<file path="src/hw/rtl/qslerp_pkg.sv">
// qslerp_pkg: shared widths, constants, side-band word and arctangent table
// for the quaternion slerp pipeline; used by every cell and by the top level
package qslerp_pkg;

    localparam int COMP_W       = 16;     // Q2.14 component
    localparam int FRAC_W       = 17;     // Q1.16 fraction / Q0.16 threshold
    localparam int SQRT_W       = 17;     // bits of the sine-of-angle root
    localparam int ARG_W        = 34;     // sqrt argument and remainder
    localparam int ANG_W        = 20;     // CORDIC x, y, z in Q.16
    localparam int QW           = 33;     // quotient bits of the weight divide
    localparam int K_W          = 34;     // signed weight in Q.16
    localparam int ATAN_ENTRIES = 24;
    localparam int ONE_Q16      = 65536;
    localparam int CORDIC_GAIN  = 39797;
    localparam logic [FRAC_W-1:0] THR_RESET = 17'd65503;

    typedef logic signed [COMP_W-1:0] t_comp;
    typedef logic signed [COMP_W:0]   t_comp_ext;
    typedef logic signed [ANG_W-1:0]  t_ang;

    // values that ride along the cell chains next to the working registers
    typedef struct packed {
        t_comp [3:0]          qa;
        t_comp_ext [3:0]      qb;
        logic [FRAC_W-1:0]    t;
        logic                 lin;
        logic [SQRT_W-1:0]    cmin;
        logic [SQRT_W-1:0]    s;
        t_ang                 z0;
        t_ang                 z1;
        logic                 neg0;
        logic                 neg1;
    } t_side;

    // round(atan(2^-i) * 65536)
    function automatic logic [16:0] atan_q16(input logic [4:0] idx);
        logic [16:0] v;
        case (idx)
            5'd0:    v = 17'd51472;
            5'd1:    v = 17'd30386;
            5'd2:    v = 17'd16055;
            5'd3:    v = 17'd8150;
            5'd4:    v = 17'd4091;
            5'd5:    v = 17'd2047;
            5'd6:    v = 17'd1024;
            5'd7:    v = 17'd512;
            5'd8:    v = 17'd256;
            5'd9:    v = 17'd128;
            5'd10:   v = 17'd64;
            5'd11:   v = 17'd32;
            5'd12:   v = 17'd16;
            5'd13:   v = 17'd8;
            5'd14:   v = 17'd4;
            5'd15:   v = 17'd2;
            5'd16:   v = 17'd1;
            default: v = 17'd0;
        endcase
        return v;
    endfunction

endpackage

</file>
<file path="src/hw/rtl/qslerp_rot_cell.sv">
// qslerp_rot_cell: one CORDIC rotation iteration on two lanes (both sines)
// depends on qslerp_pkg
module qslerp_rot_cell #(
    parameter int IDX = 0
) (
    input  logic              i_clk,
    input  logic              i_rst_n,
    input  logic              i_en,
    input  logic              i_vld,
    input  qslerp_pkg::t_ang  i_x0,
    input  qslerp_pkg::t_ang  i_y0,
    input  qslerp_pkg::t_ang  i_z0,
    input  qslerp_pkg::t_ang  i_x1,
    input  qslerp_pkg::t_ang  i_y1,
    input  qslerp_pkg::t_ang  i_z1,
    input  qslerp_pkg::t_side i_side,
    output logic              o_vld,
    output qslerp_pkg::t_ang  o_x0,
    output qslerp_pkg::t_ang  o_y0,
    output qslerp_pkg::t_ang  o_z0,
    output qslerp_pkg::t_ang  o_x1,
    output qslerp_pkg::t_ang  o_y1,
    output qslerp_pkg::t_ang  o_z1,
    output qslerp_pkg::t_side o_side
);
    import qslerp_pkg::*;

    localparam logic [4:0] TAB_IDX = 5'(IDX);

    logic  r_vld;
    t_ang  r_x0, r_y0, r_z0, r_x1, r_y1, r_z1;
    t_ang  n_x0, n_y0, n_z0, n_x1, n_y1, n_z1;
    t_side r_side;
    t_ang  at;

    assign at = $signed({{(ANG_W-17){1'b0}}, atan_q16(TAB_IDX)});

    // lane 0: sin((1-t) angle)
    always_comb begin
        if (i_z0 >= 0) begin
            n_x0 = i_x0 - (i_y0 >>> IDX);
            n_y0 = i_y0 + (i_x0 >>> IDX);
            n_z0 = i_z0 - at;
        end else begin
            n_x0 = i_x0 + (i_y0 >>> IDX);
            n_y0 = i_y0 - (i_x0 >>> IDX);
            n_z0 = i_z0 + at;
        end
    end

    // lane 1: sin(t angle)
    always_comb begin
        if (i_z1 >= 0) begin
            n_x1 = i_x1 - (i_y1 >>> IDX);
            n_y1 = i_y1 + (i_x1 >>> IDX);
            n_z1 = i_z1 - at;
        end else begin
            n_x1 = i_x1 + (i_y1 >>> IDX);
            n_y1 = i_y1 - (i_x1 >>> IDX);
            n_z1 = i_z1 + at;
        end
    end

    always_ff @(posedge i_clk) begin
        if (!i_rst_n) begin
            r_vld <= 1'b0;
        end else if (i_en) begin
            r_vld <= i_vld;
        end
    end

    always_ff @(posedge i_clk) begin
        if (i_en) begin
            r_x0   <= n_x0;
            r_y0   <= n_y0;
            r_z0   <= n_z0;
            r_x1   <= n_x1;
            r_y1   <= n_y1;
            r_z1   <= n_z1;
            r_side <= i_side;
        end
    end

    assign o_vld  = r_vld;
    assign o_x0   = r_x0;
    assign o_y0   = r_y0;
    assign o_z0   = r_z0;
    assign o_x1   = r_x1;
    assign o_y1   = r_y1;
    assign o_z1   = r_z1;
    assign o_side = r_side;
endmodule

</file>
<file path="config.mk">
export PLATFORM = sky130hd
export DESIGN_NAME = qslerp_rot_cell
export DESIGN_NICKNAME = d
export VERILOG_FILES = /design/src/hw/rtl/qslerp_pkg.sv /design/src/hw/rtl/qslerp_rot_cell.sv
export SDC_FILE = /design/constraint.sdc
export NUM_CORES = 1
export LEC_CHECK = 0
export ABC_AREA = 1
export BUFFER_PORTS_ARGS = -buffer_cell sky130_fd_sc_hd__buf_4
export CORE_AREA = 2 2 269 271
export CTS_BUF_LIST = sky130_fd_sc_hd__clkbuf_4
export DETAILED_ROUTE_END_ITERATION = 10
export DIE_AREA = 0 0 271 273
export GPL_TIMING_DRIVEN = 0
export PLACE_DENSITY = 0.57
export SYNTH_ARGS = -nofsm -noshare
export SYNTH_HDL_FRONTEND = slang
export SYNTH_SLANG_ARGS = --single-unit
</file>
<file path="constraint.sdc">
create_clock -name i_clk -period 2.8 [get_ports i_clk]
set_input_delay 0 -clock i_clk [delete_from_list [all_inputs] [get_ports i_clk]]
set_output_delay 0 -clock i_clk [all_outputs]
set_load 0.01 [all_outputs]
</file>
# Word-level counts from Yosys, hierarchy flattened

Cells that the tools add are included.

Bits in registers: 347
Word-level logic and storage cells: 41
Bits of input ports: 350

Mux-type cells: 6
Magnitude comparators: 2
Add/sub/neg operators: 10

Operators by type and width:

| cell                   | number |
|---|---|
| $mux 20                | 6 |
| $sub 20x20->20         | 4 |
| $add 20x17->20 const B | 2 |
| $add 20x20->20         | 2 |
| $ge 20x1->1 const B    | 2 |
| $sub 20x17->20 const B | 2 |

# Logic depth before layout (Yosys ltp)

Gate-level depths: netlist (run 1).

Depth after elaboration: 2
Gate-level depth with buffers: 21

# Worst setup path before layout (run 1)

Ideal clock, no wire load.

Kind: in2reg
Start point: input port i_z1[19]
End point: register r_z1[16], in the netlist o_z1[16], data pin
Path slack: 0.396 ns
Cell stages on the path: 15
Buffers on the path: 1
Data arrival time: 2.142 ns
Path through: inv_1 > ha_1 > nand3b_1 > nor4_1 > nand4_1 > nand2_1 > buf_2 > ha_1 > a21oi_1 > nand2_1 > a21boi_2 > inv_1 > a21o_1 > a21oi_1 > xor2_1

Word-level cells in the longest chain between the ends: 2

Ends and longest elaborated chain:

| what                 | RTL line              | text |
|---|---|---|
| from (decl)          | qslerp_rot_cell.sv:15 | `input qslerp_pkg::t_ang i_z1,` |
| $ge 20x1->1          | qslerp_rot_cell.sv:53 | `if (i_z1 >= 0) begin` |
| $mux 20              | qslerp_rot_cell.sv:53 |  |
| via n_z1[16]         | qslerp_rot_cell.sv:32 | `t_ang n_x0, n_y0, n_z0, n_x1, n_y1, n_z1;` |
| to (signal assigned) | qslerp_rot_cell.sv:79 | `r_z1 <= n_z1;` |
| to (decl)            | qslerp_rot_cell.sv:31 | `t_ang r_x0, r_y0, r_z0, r_x1, r_y1, r_z1;` |

The timed path passes the listed nets, and every way through them passes these cells.
A chain may end at the register's enable or synchronous reset.

# Worst setup path after layout (run 1)

Start point: input port i_x1[15]
End point: register r_x1[18], in the netlist o_x1[18], data pin

Word-level cells in the longest chain between the ends: 2
Elaborated cells on any way between the ends: 3
Those cells by class: add/sub (2); mux (1)

Ends and longest elaborated chain:

| what                                                    | RTL line                                     | text |
|---|---|---|
| from (decl)                                             | qslerp_rot_cell.sv:13                        | `input qslerp_pkg::t_ang i_x1,` |
| $add 20x20->20 / $sub 20x20->20 (equally long branches) | qslerp_rot_cell.sv:58, qslerp_rot_cell.sv:54 |  |
| $mux 20 *                                               | qslerp_rot_cell.sv:53                        |  |
| via n_x1[18]                                            | qslerp_rot_cell.sv:32                        |  |
| to (signal assigned)                                    | qslerp_rot_cell.sv:77                        | `r_x1 <= n_x1;` |
| to (decl)                                               | qslerp_rot_cell.sv:31                        |  |

The timed path passes the listed nets; every way through them passes the cells marked *.

==> impl_metrics.yaml, run 1 <==
power_and_ir_drop:
  switching_share_pct: 31.34
  p_switching_uw: 5075
  pwr-share-comb_pct: 30.2
  p_clk_share_pct: 29.7
  seqPwrFrac_pct: 40.1
  ir_drop_v: 0.0003532
  cellPowerDensity_nw_per_um2: 475.2
  power.total_uw: 16190
  p_int_uw: 11120
  p_leak_uw: 0.01550
sta:
  clock_skew_ps: 0
  max_slew.worst_pin.slew_ps: 805.7
  hold_viol: 0
  layout_min_cycle_time_ps: 2772
  setup_violations: 0
  post-route-period-util_pct: 99.01
  final-max-slew-violation-count: 0
  fmax_mhz: 360.7
  slew-limit-headroom_pct: 46.29
  tns_ps: 0
worst_setup_path:
  ff2ff_setup_slack_ps: 1540
  crit_type: "input pin to register"
  crit_chain: "dlygate4sd3_1, buf_4, ha_1, dlygate4sd3_1, a21oi_1, o22ai_1, nor3_2, dlygate4sd3_1, nand3_1, dlygate4sd3_1, nand3_1, nand2_1"
  worst-path-buf-inv: 5
  crit_end: "o_x1[18]"
  cp_slowest_cell: "dlygate4sd3_1"
  crit_family: "buffers and inverters"
  critPathMostFrequentCell: "dlygate4sd3_1"
  timing.rr.start: "o_vld"
  crit_path_end_kind: "register"
  crit_cells: 12
  start_kind: "input pin"
  worstPathRequired_ps: 3380
  crit_start: "i_x1[15]"
  reg2reg_depth: 3
  critPathArrivalTime_ps: 3350
  path_max_fanout: 3
  slowest_delay_ps: 570
  r2r-end: "o_vld"
global_route:
  grt_pass1_vias: 20390
  grt_max_degree: 122
  antenna_found_initial: 6
  grt.overflow.total: 0
  grt_usage_pct: 20.91
  grt_pass1_wl_mm: 118.9
cells_and_area:
  drive_gt1_share_pct: 28.29
  layout.nets: 3918
  multi_input_area_sq_um: 7739
  design_area_sq_um: 34070
  nFillCells: 6437
  fin_util_pct: 47.99
  area_growth_pct: 77.56
  seqCellArea_sq_um: 10350
route:
  dr.pass1.iters: 6
  via_per_inst: 4.497
  drt-total-wl_mm: 81.33
  wl_per_cell_microns: 18.28
  num_vias: 20010
  postRouteAntennaNets: 0
  drcViolationCount: 0
  drt-initial-drc-count: 1342
floorplanning:
  ios: 697
  start_util_pct: 27.03
  placementRows: 98
  fp.coreArea_sq_um: 71000
  die_area_sq_um: 73980
  die_height_microns: 273
  die_w_microns: 271
clock_network:
  ctsHtreeMaxLevel: 3
  clock-sinks: 345
  cts_root_buf: "clkbuf_4"
  clockBufferDepth: 3
  clock_latency_ps: 870
  clk_pin_slew_ps: 60
  cts_buffers: 95
  cts_tree: "built"
synthesis:
  yosys-top-cells-area: "edfxtp_1, ha_1, nand2_1"
  synth_common_cells: "nand2_1, edfxtp_1, inv_1"
  netlist_instances: 1921
  mappedNetlistArea_sq_um: 19190
  yosysTopAreaCellShare_pct: 53.83
  ys.flop_type: "edfxtp_1"
  syn-num-nets: 2424
  synth_top_cell_by_area: "edfxtp_1"
  yosysMostFrequentCell: "nand2_1"
  synthArstFlopShare_pct: 0
  synth_edf_count: 344
  ys_seq_area_share_pct: 53.93
  synth_warnings: 0
  ys_seq_elements: 345
  post_synth.cell_area_avg_sq_um: 9.989
  synth_cell_types: 47
placement:
  numPortBuffers: 696
  placed_area_sq_um: 25690
  gp_congestion: 0.9168
  dpl.hpwl_mm: 56.69
worst_hold_path:
  holdCritPathClass: "input pin to register"
status:
  outcome: "complete, no violations"
job:
  cap_violations: 0
## metal layers
| layer | wire length [microns] | up-vias | track usage [%] |
|---|---|---|---|
| li1 | - | 9585 | - |
| met1 | 30380 | 9401 | 22.91 |
| met2 | 42060 | 826 | 38.65 |
| met3 | 5543 | 194 | 4.622 |
| met4 | 3336 | 2 | 9.014 |
| met5 | 12 | - | 0 |
## cell type report
type,count,area share (%)
sequential,345,30.38
antenna,6,0.04407
multi-input combinational,1294,22.71
inverter,238,2.622
buffer,44,1.032
timing repair buffer,1397,36.08
tap,950,3.489
clock buffer,145,3.195
clock inverter,30,0.4553
## cell families (layout without fill, tap and decap cells)
family                     Yosys count  after routing  share of synthesized area (%)
and+or+nand+nor                    763            763                          16.82
buffers and inverters              282           1854                          6.422
other                                0              6                              0
AOI/OAI and AO/OA                  302            302                          9.070
DFF                                345            345                          53.93
adders and majority gates          153            153                          10.29
xor gates and xnor gates            76             76                          3.469
## placed cells by master (no fill, tap or decap), types with 16 or more instances in the layout
cell type,n
buf_4,714
dlygate4sd3_1,692
nand2_1,391
edfxtp_1,344
inv_1,228
nor2_1,153
clkbuf_4,146
ha_1,142
nand3_1,139
a21oi_1,110
o21ai_0,80
xor2_1,63
o21ai_1,29
nor3_1,21
clkinv_1,18
a21oi_2,16
## registers in the layout, summed over array words and instances, names as in the netlist
signal	cells
o_side	226
o_x0	20
o_z1	20
o_y1	19
o_y0	19
o_vld	1
o_x1	20
o_z0	20
## metrics by stage
stage                     worst slack (ps)  hold WS (ps)  std cells
after global placement               -1135         177.8       3567
after global routing                -24.26         53.63       4448
after floorplan                      396.1         93.46       1921
after CTS                            23.53        0.2170       4439
after detailed placement            -525.9         179.3       3570
final                                27.79         117.1       4449
## worst min-delay path: cells and delay by family
family / cells / cell delay, ps
AO/OA/AOI/OAI: 3 / 300
adder cells (fa/ha/maj): 1 / 190
buffers and inverters: 2 / 150
XOR/XNOR: 1 / 150
## power groups by stage
stage	combinational (uW)	sequential, uW	clock, uW
6_report	4890	6490	4810
5_1_grt	5250	6540	5250
4_1_cts	4780	6470	4930
3_5_place_dp	3820	6580	0
3_3_place_gp	3800	6590	0
2_1_floorplan	1520	6850	0
## what timing repair did
action,CTS,global route
setup endpoints to repair,0,31
resized for setup,0,43
setup buffers,0,5
endpoints found under the hold margin,564,0
hold buffers,694,0
## how the worst min path moves through the flow
stage | start | end | slack [ps] | cells after the start
2_1_floorplan | i_en | o_vld | 90 | 1
3_3_place_gp | i_side[121] | o_side[121] | 180 | 1
3_5_place_dp | i_side[199] | o_side[199] | 180 | 1
4_1_cts | i_x0[8] | o_x0[12] | 0.2 | 8
5_1_grt | i_y1[5] | o_y1[6] | 50 | 7
6_report | i_y1[5] | o_y1[6] | 120 | 7
Note: power is estimated with default switching activity, not from simulation.
==> run 2: changes to the inputs <==
CORE_AREA = 2 2 275 277   (was 2 2 269 271)
CTS_CLUSTER_DIAMETER = 150   (was default)
DIE_AREA = 0 0 277 279   (was 0 0 271 273)
PLACE_DENSITY = 0.55   (was 0.57)
==> run 2 against run 1 <==
  * The flow now finishes with violations (setup timing)
  * Critical endpoint is now o_y1[19]
  * Power decreased by 0.73%
  * Via count up 0.23%
  * Hold slack improved by 20 ps
  * Register-to-register slack about the same
==> impl_metrics.yaml, run 2 (synthesis gave the netlist of run 1 again) <==
sta:
  setup_violations: 2
  rsz0062_at_grt: "no"
  layout_min_cycle_time_ps: 2838
  final-max-slew-violation-count: 0
  layout_setup_ws_ps: -38.15
  slew-limit-headroom_pct: 37.66
  hold_ws_ps: 137.3
  fmax_mhz: 352.3
  max_slew.worst_pin.slew_ps: 935.1
  tns_ps: -51.73
  post-route-period-util_pct: 101.4
  hold_viol: 0
  clock_skew_ps: 0
clock_network:
  clock-sinks: 345
  clk_pin_slew_ps: 60
  cts_buffers: 99
  clockBufferDepth: 3
  clock_latency_ps: 850
  ctsHtreeMaxLevel: 3
  cts_tree: "built"
  cts_root_buf: "clkbuf_4"
floorplanning:
  die_area_sq_um: 77280
  placementRows: 100
  die_w_microns: 277
  ios: 697
  start_util_pct: 25.91
  fp.coreArea_sq_um: 74070
  die_height_microns: 279
placement:
  numPortBuffers: 696
  dpl.hpwl_mm: 56.42
  gp_congestion: 0.9491
global_route:
  antenna_found_initial: 8
  grt.overflow.total: 0
  grt_pass1_vias: 20720
  grt_max_degree: 124
  grt_pass1_wl_mm: 119.4
  grt_usage_pct: 20.07
cells_and_area:
  area_growth_pct: 77.43
  fin_util_pct: 45.97
  layout.nets: 3923
  drive_gt1_share_pct: 28.44
  largest_register_ffs: 226
  layout_commonest_cell: "buf_4"
  nFillCells: 6901
  final_cell_mix: "buf_4, dlygate4sd3_1, nand2_1"
route:
  postRouteAntennaNets: 0
  via_per_inst: 4.495
  drcViolationCount: 0
  drt-total-wl_mm: 80.84
  dr.pass1.iters: 6
  num_vias: 20060
  drt-initial-drc-count: 1380
  wl_per_cell_microns: 18.12
power_and_ir_drop:
  p_switching_uw: 4979
  p_leak_uw: 0.01549
  p_int_uw: 11100
  p_clk_share_pct: 29.2
  pwr-share-comb_pct: 30.4
  seqPwrFrac_pct: 40.5
  cellPowerDensity_nw_per_um2: 472.1
  switching_share_pct: 30.97
  ir_drop_v: 0.0003579
worst_hold_path:
  holdCritPathClass: "input pin to register"
status:
  outcome: "finished, violations left"
  violations: "setup timing"
worst_setup_path:
  path_max_fanout: 3
  worstPathRequired_ps: 3350
  start_kind: "input pin"
  critPathArrivalTime_ps: 3380
  crit_type: "input pin to register"
  crit_path_end_kind: "register"
job:
  cap_violations: 0
[run 2: cell types whose count changed in the layout (fill, tap and decap cells not counted), sizes merged]
cell         change
buf              +2
clkbuf           -1
clkinv           -9
clkinvlp         +3
diode            +2
dlygate4sd3      -1
inv              -2
[run 2: power groups by stage]
stage | logic (uW) | clock network, uW | registers [uW]
detailed placement | 3790 | 0 | 6590
finish | 4880 | 4690 | 6510
global route | 5240 | 5170 | 6550
CTS | 4770 | 4830 | 6490
global placement | 3780 | 0 | 6610
floorplan | 1520 | 0 | 6850
[run 2: what timing repair did]
| item | CTS | global route |
|---|---|---|
| setup endpoints to repair | 0 | 37 |
| setup buffers | 0 | 8 |
| endpoints found under the hold margin | 450 | 0 |
| hold buffers | 697 | 0 |
| gates resized for setup | 0 | 45 |
[run 2: through the flow]
stage	setup WS (ps)	cell area, sq um	power [uW]	cells
detailed placement	-911.7	25690	10380	3588
global route	14.22	34050	16950	4462
finish	-38.15	34050	16080	4462
global placement	-1121	25630	10380	3586
floorplan	396.1	19190	8370	1921
CTS	8.974	33870	16090	4451
[run 2: path summary, 6_finish.rpt]
kind / depth (start not counted) / startpoint / slack [ps] / end
max: 15 / i_y1[15] / -40 / o_y1[19]
min: 6 / i_x0[4] / 140 / o_y0[5]
max reg2reg: 3 / o_vld / 1540 / o_vld
min reg2reg: 3 / o_vld / 1140 / o_vld
[run 2: final cells by class]
| cell class | instances | area [sq um] | area share (%) |
|---|---|---|---|
| Buffer | 44 | 347.8 | 1.022 |
| Tap cell | 969 | 1212 | 3.561 |
| Clock buffer | 144 | 1081 | 3.175 |
| Timing Repair Buffer | 1398 | 12280 | 36.06 |
| Clock inverter | 22 | 121.4 | 0.3565 |
| Multi-Input combinational cell | 1294 | 7737 | 22.73 |
| Sequential cell | 345 | 10350 | 30.40 |
| Antenna cell | 8 | 20.02 | 0.05880 |
| Inverter | 238 | 900.9 | 2.646 |
[run 2: routing by layer]
metal  wire length, microns  share of wire (%)  track usage, %  vias to the layer above
met4                   3194                4.0           8.807                        2
li1                       -                  -               -                     9555
met5                     13              0.016               0                        -
met3                   5416                6.7           4.401                      185
met2                  41400                 51           36.66                      828
met1                  30810                 38           22.32                     9485
[run 2: worst max-delay path: stages]
cell and delay, ps:
dlygate4sd3_1 570, buf_4 160, ha_1 160, dlygate4sd3_1 540
inv_1 80, o21bai_1 90, nand3_1 80, nand2_1 80
nor2_1 100, nand2_1 100, xor2_1 150, dlygate4sd3_1 590
nand2_1 70, nand2_1 50, dlygate4sd3_1 550
==> run 3: changes to the inputs <==
PLACE_DENSITY = 0.48   (was 0.55)
==> run 3 against run 2 <==
  * The run still ends with setup timing left
  * Non-clock buffer count is 6 higher
  * Cell area grew 0.37%
  * Hold slack got worse by 81 ps
  * Sequential share of layout area down 0.11 points
  * Critical endpoint is now o_x0[19]
  * Largest power group unchanged
==> impl_metrics.yaml, run 3 (synthesis gave the netlist of run 1 again) <==
route:
  wl_per_cell_microns: 19.05
  postRouteAntennaNets: 0
  via_per_inst: 4.494
  drt-total-wl_mm: 85.18
  drcViolationCount: 0
  num_vias: 20100
  dr.pass1.iters: 7
  drt-initial-drc-count: 1157
worst_setup_path:
  timing.rr.start: "o_vld"
  path_max_fanout: 10
  crit_path_end_kind: "register"
  slowest_delay_ps: 570
  crit_chain: "dlygate4sd3_1, buf_4, inv_1, ha_1, dlygate4sd3_1, buf_4, a21oi_1, o21ai_0, a21oi_1, nand4_1, dlygate4sd3_1, nand3_1, nand2_1"
  crit_family: "buffers and inverters"
  worst-path-buf-inv: 6
  reg2reg_depth: 3
  crit_type: "input pin to register"
  ff2ff_setup_slack_ps: 1600
  r2r-end: "o_vld"
  worstPathRequired_ps: 3390
  critPathMostFrequentCell: "dlygate4sd3_1"
  crit_cells: 13
  start_kind: "input pin"
  critPathArrivalTime_ps: 3400
  cp_slowest_cell: "dlygate4sd3_1"
sta:
  rsz0062_at_grt: "no"
  layout_min_cycle_time_ps: 2811
  hold_viol: 0
  post-route-period-util_pct: 100.4
  fmax_mhz: 355.7
  clock_skew_ps: 0
  hold_ws_ps: 56.33
  tns_ps: -11.46
  final-max-slew-violation-count: 0
  layout_setup_ws_ps: -11.46
  setup_violations: 1
  slew-limit-headroom_pct: 43.53
  max_slew.worst_pin.slew_ps: 847.0
clock_network:
  cts_tree: "built"
  clock_latency_ps: 920
  clock-sinks: 345
  cts_root_buf: "clkbuf_4"
  cts_buffers: 96
  clk_pin_slew_ps: 60
  clockBufferDepth: 3
  ctsHtreeMaxLevel: 3
worst_hold_path:
  whs_path_depth: 7
  hp-start: "i_z1[13]"
  hold_end: "o_y1[15]"
  holdCritPathClass: "input pin to register"
floorplanning:
  fp.coreArea_sq_um: 74070
  die_w_microns: 277
  ios: 697
  placementRows: 100
  start_util_pct: 25.91
  die_height_microns: 279
  die_area_sq_um: 77280
global_route:
  use_met3_pct: 4.443
  grt_pass1_vias: 20970
  antenna_found_initial: 11
  met1_usage_pct: 23.14
  grt_usage_pct: 21.21
  gr-usage-met2_pct: 39.07
  busiest_layer: "met2"
  grt.overflow.total: 0
  grt_pass1_wl_mm: 124.8
  grt_max_degree: 124
placement:
  placed_area_sq_um: 25720
  place_ws_ps: -575.2
  numPortBuffers: 696
  dpl.hpwl_mm: 63.07
  gp_congestion: 0.9280
status:
  violations: "setup timing"
  outcome: "finished, violations left"
cells_and_area:
  largest_register_ffs: 226
  layout_commonest_cell: "buf_4"
  fin_util_pct: 46.14
  drive_gt1_share_pct: 28.20
  final_cell_mix: "buf_4, dlygate4sd3_1, nand2_1"
  area_growth_pct: 78.09
  layout.nets: 3926
  design_area_sq_um: 34180
power_and_ir_drop:
  p_leak_uw: 0.01550
  ir_drop_v: 0.0002381
  cellPowerDensity_nw_per_um2: 473.8
job:
  cap_violations: 0
## run 3: worst max path at each step
stage / from / end / slack, ps
final: i_x0[14] / o_x0[19] / -10
after global routing: i_x1[1] / o_x1[13] / 9
after CTS: i_z1[19] / o_z1[16] / 3
after detailed placement: i_z0[19] / o_z0[14] / -580
after global placement: i_en / o_vld / -1160
after floorplan: i_z1[19] / o_z1[16] / 400
## run 3: layout make-up
cell class / count / area, sq um
antenna: 10 / 25.02
buffer: 44 / 351.6
clock buffer: 132 / 991.0
clock inverter: 36 / 229.0
fill: 6960 / 39900
inverter: 238 / 893.4
multi-input combinational: 1294 / 7784
sequential: 345 / 10350
tap: 969 / 1212
timing repair buffer: 1404 / 12340
## run 3: metrics by stage
step	total power (uW)	instances
floorplan	8370	1921
global route	17100	4472
detailed placement	10480	3589
CTS	16250	4450
global placement	10480	3586
finish	16190	4472
## run 3: layer usage
| metal | wire length, microns | vias to the layer above |
|---|---|---|
| li1 | - | 9581 |
| met1 | 32250 | 9597 |
| met2 | 44120 | 732 |
| met3 | 4780 | 184 |
| met4 | 4020 | 2 |
| met5 | 17 | - |
## run 3: worst reg2reg max path, cell delays in order (launching register included)
cell	delay (ps)
dfxtp_1	320
o21ai_0	150
a21oi_1	50
dlygate4sd3_1	570
## run 3: where the power goes
part | internal [uW] | leakage, uW | switching, uW
clock | 2320 | 0.000717 | 2410
sequential | 6320 | 0.00337 | 179
combinational | 2440 | 0.0114 | 2530
## run 3: timing repair
action,in CTS,in global routing
gates resized for setup,0,54
setup endpoints to repair,0,33
hold buffers,693,0
buffers inserted,0,13
endpoints found under the hold margin,608,0
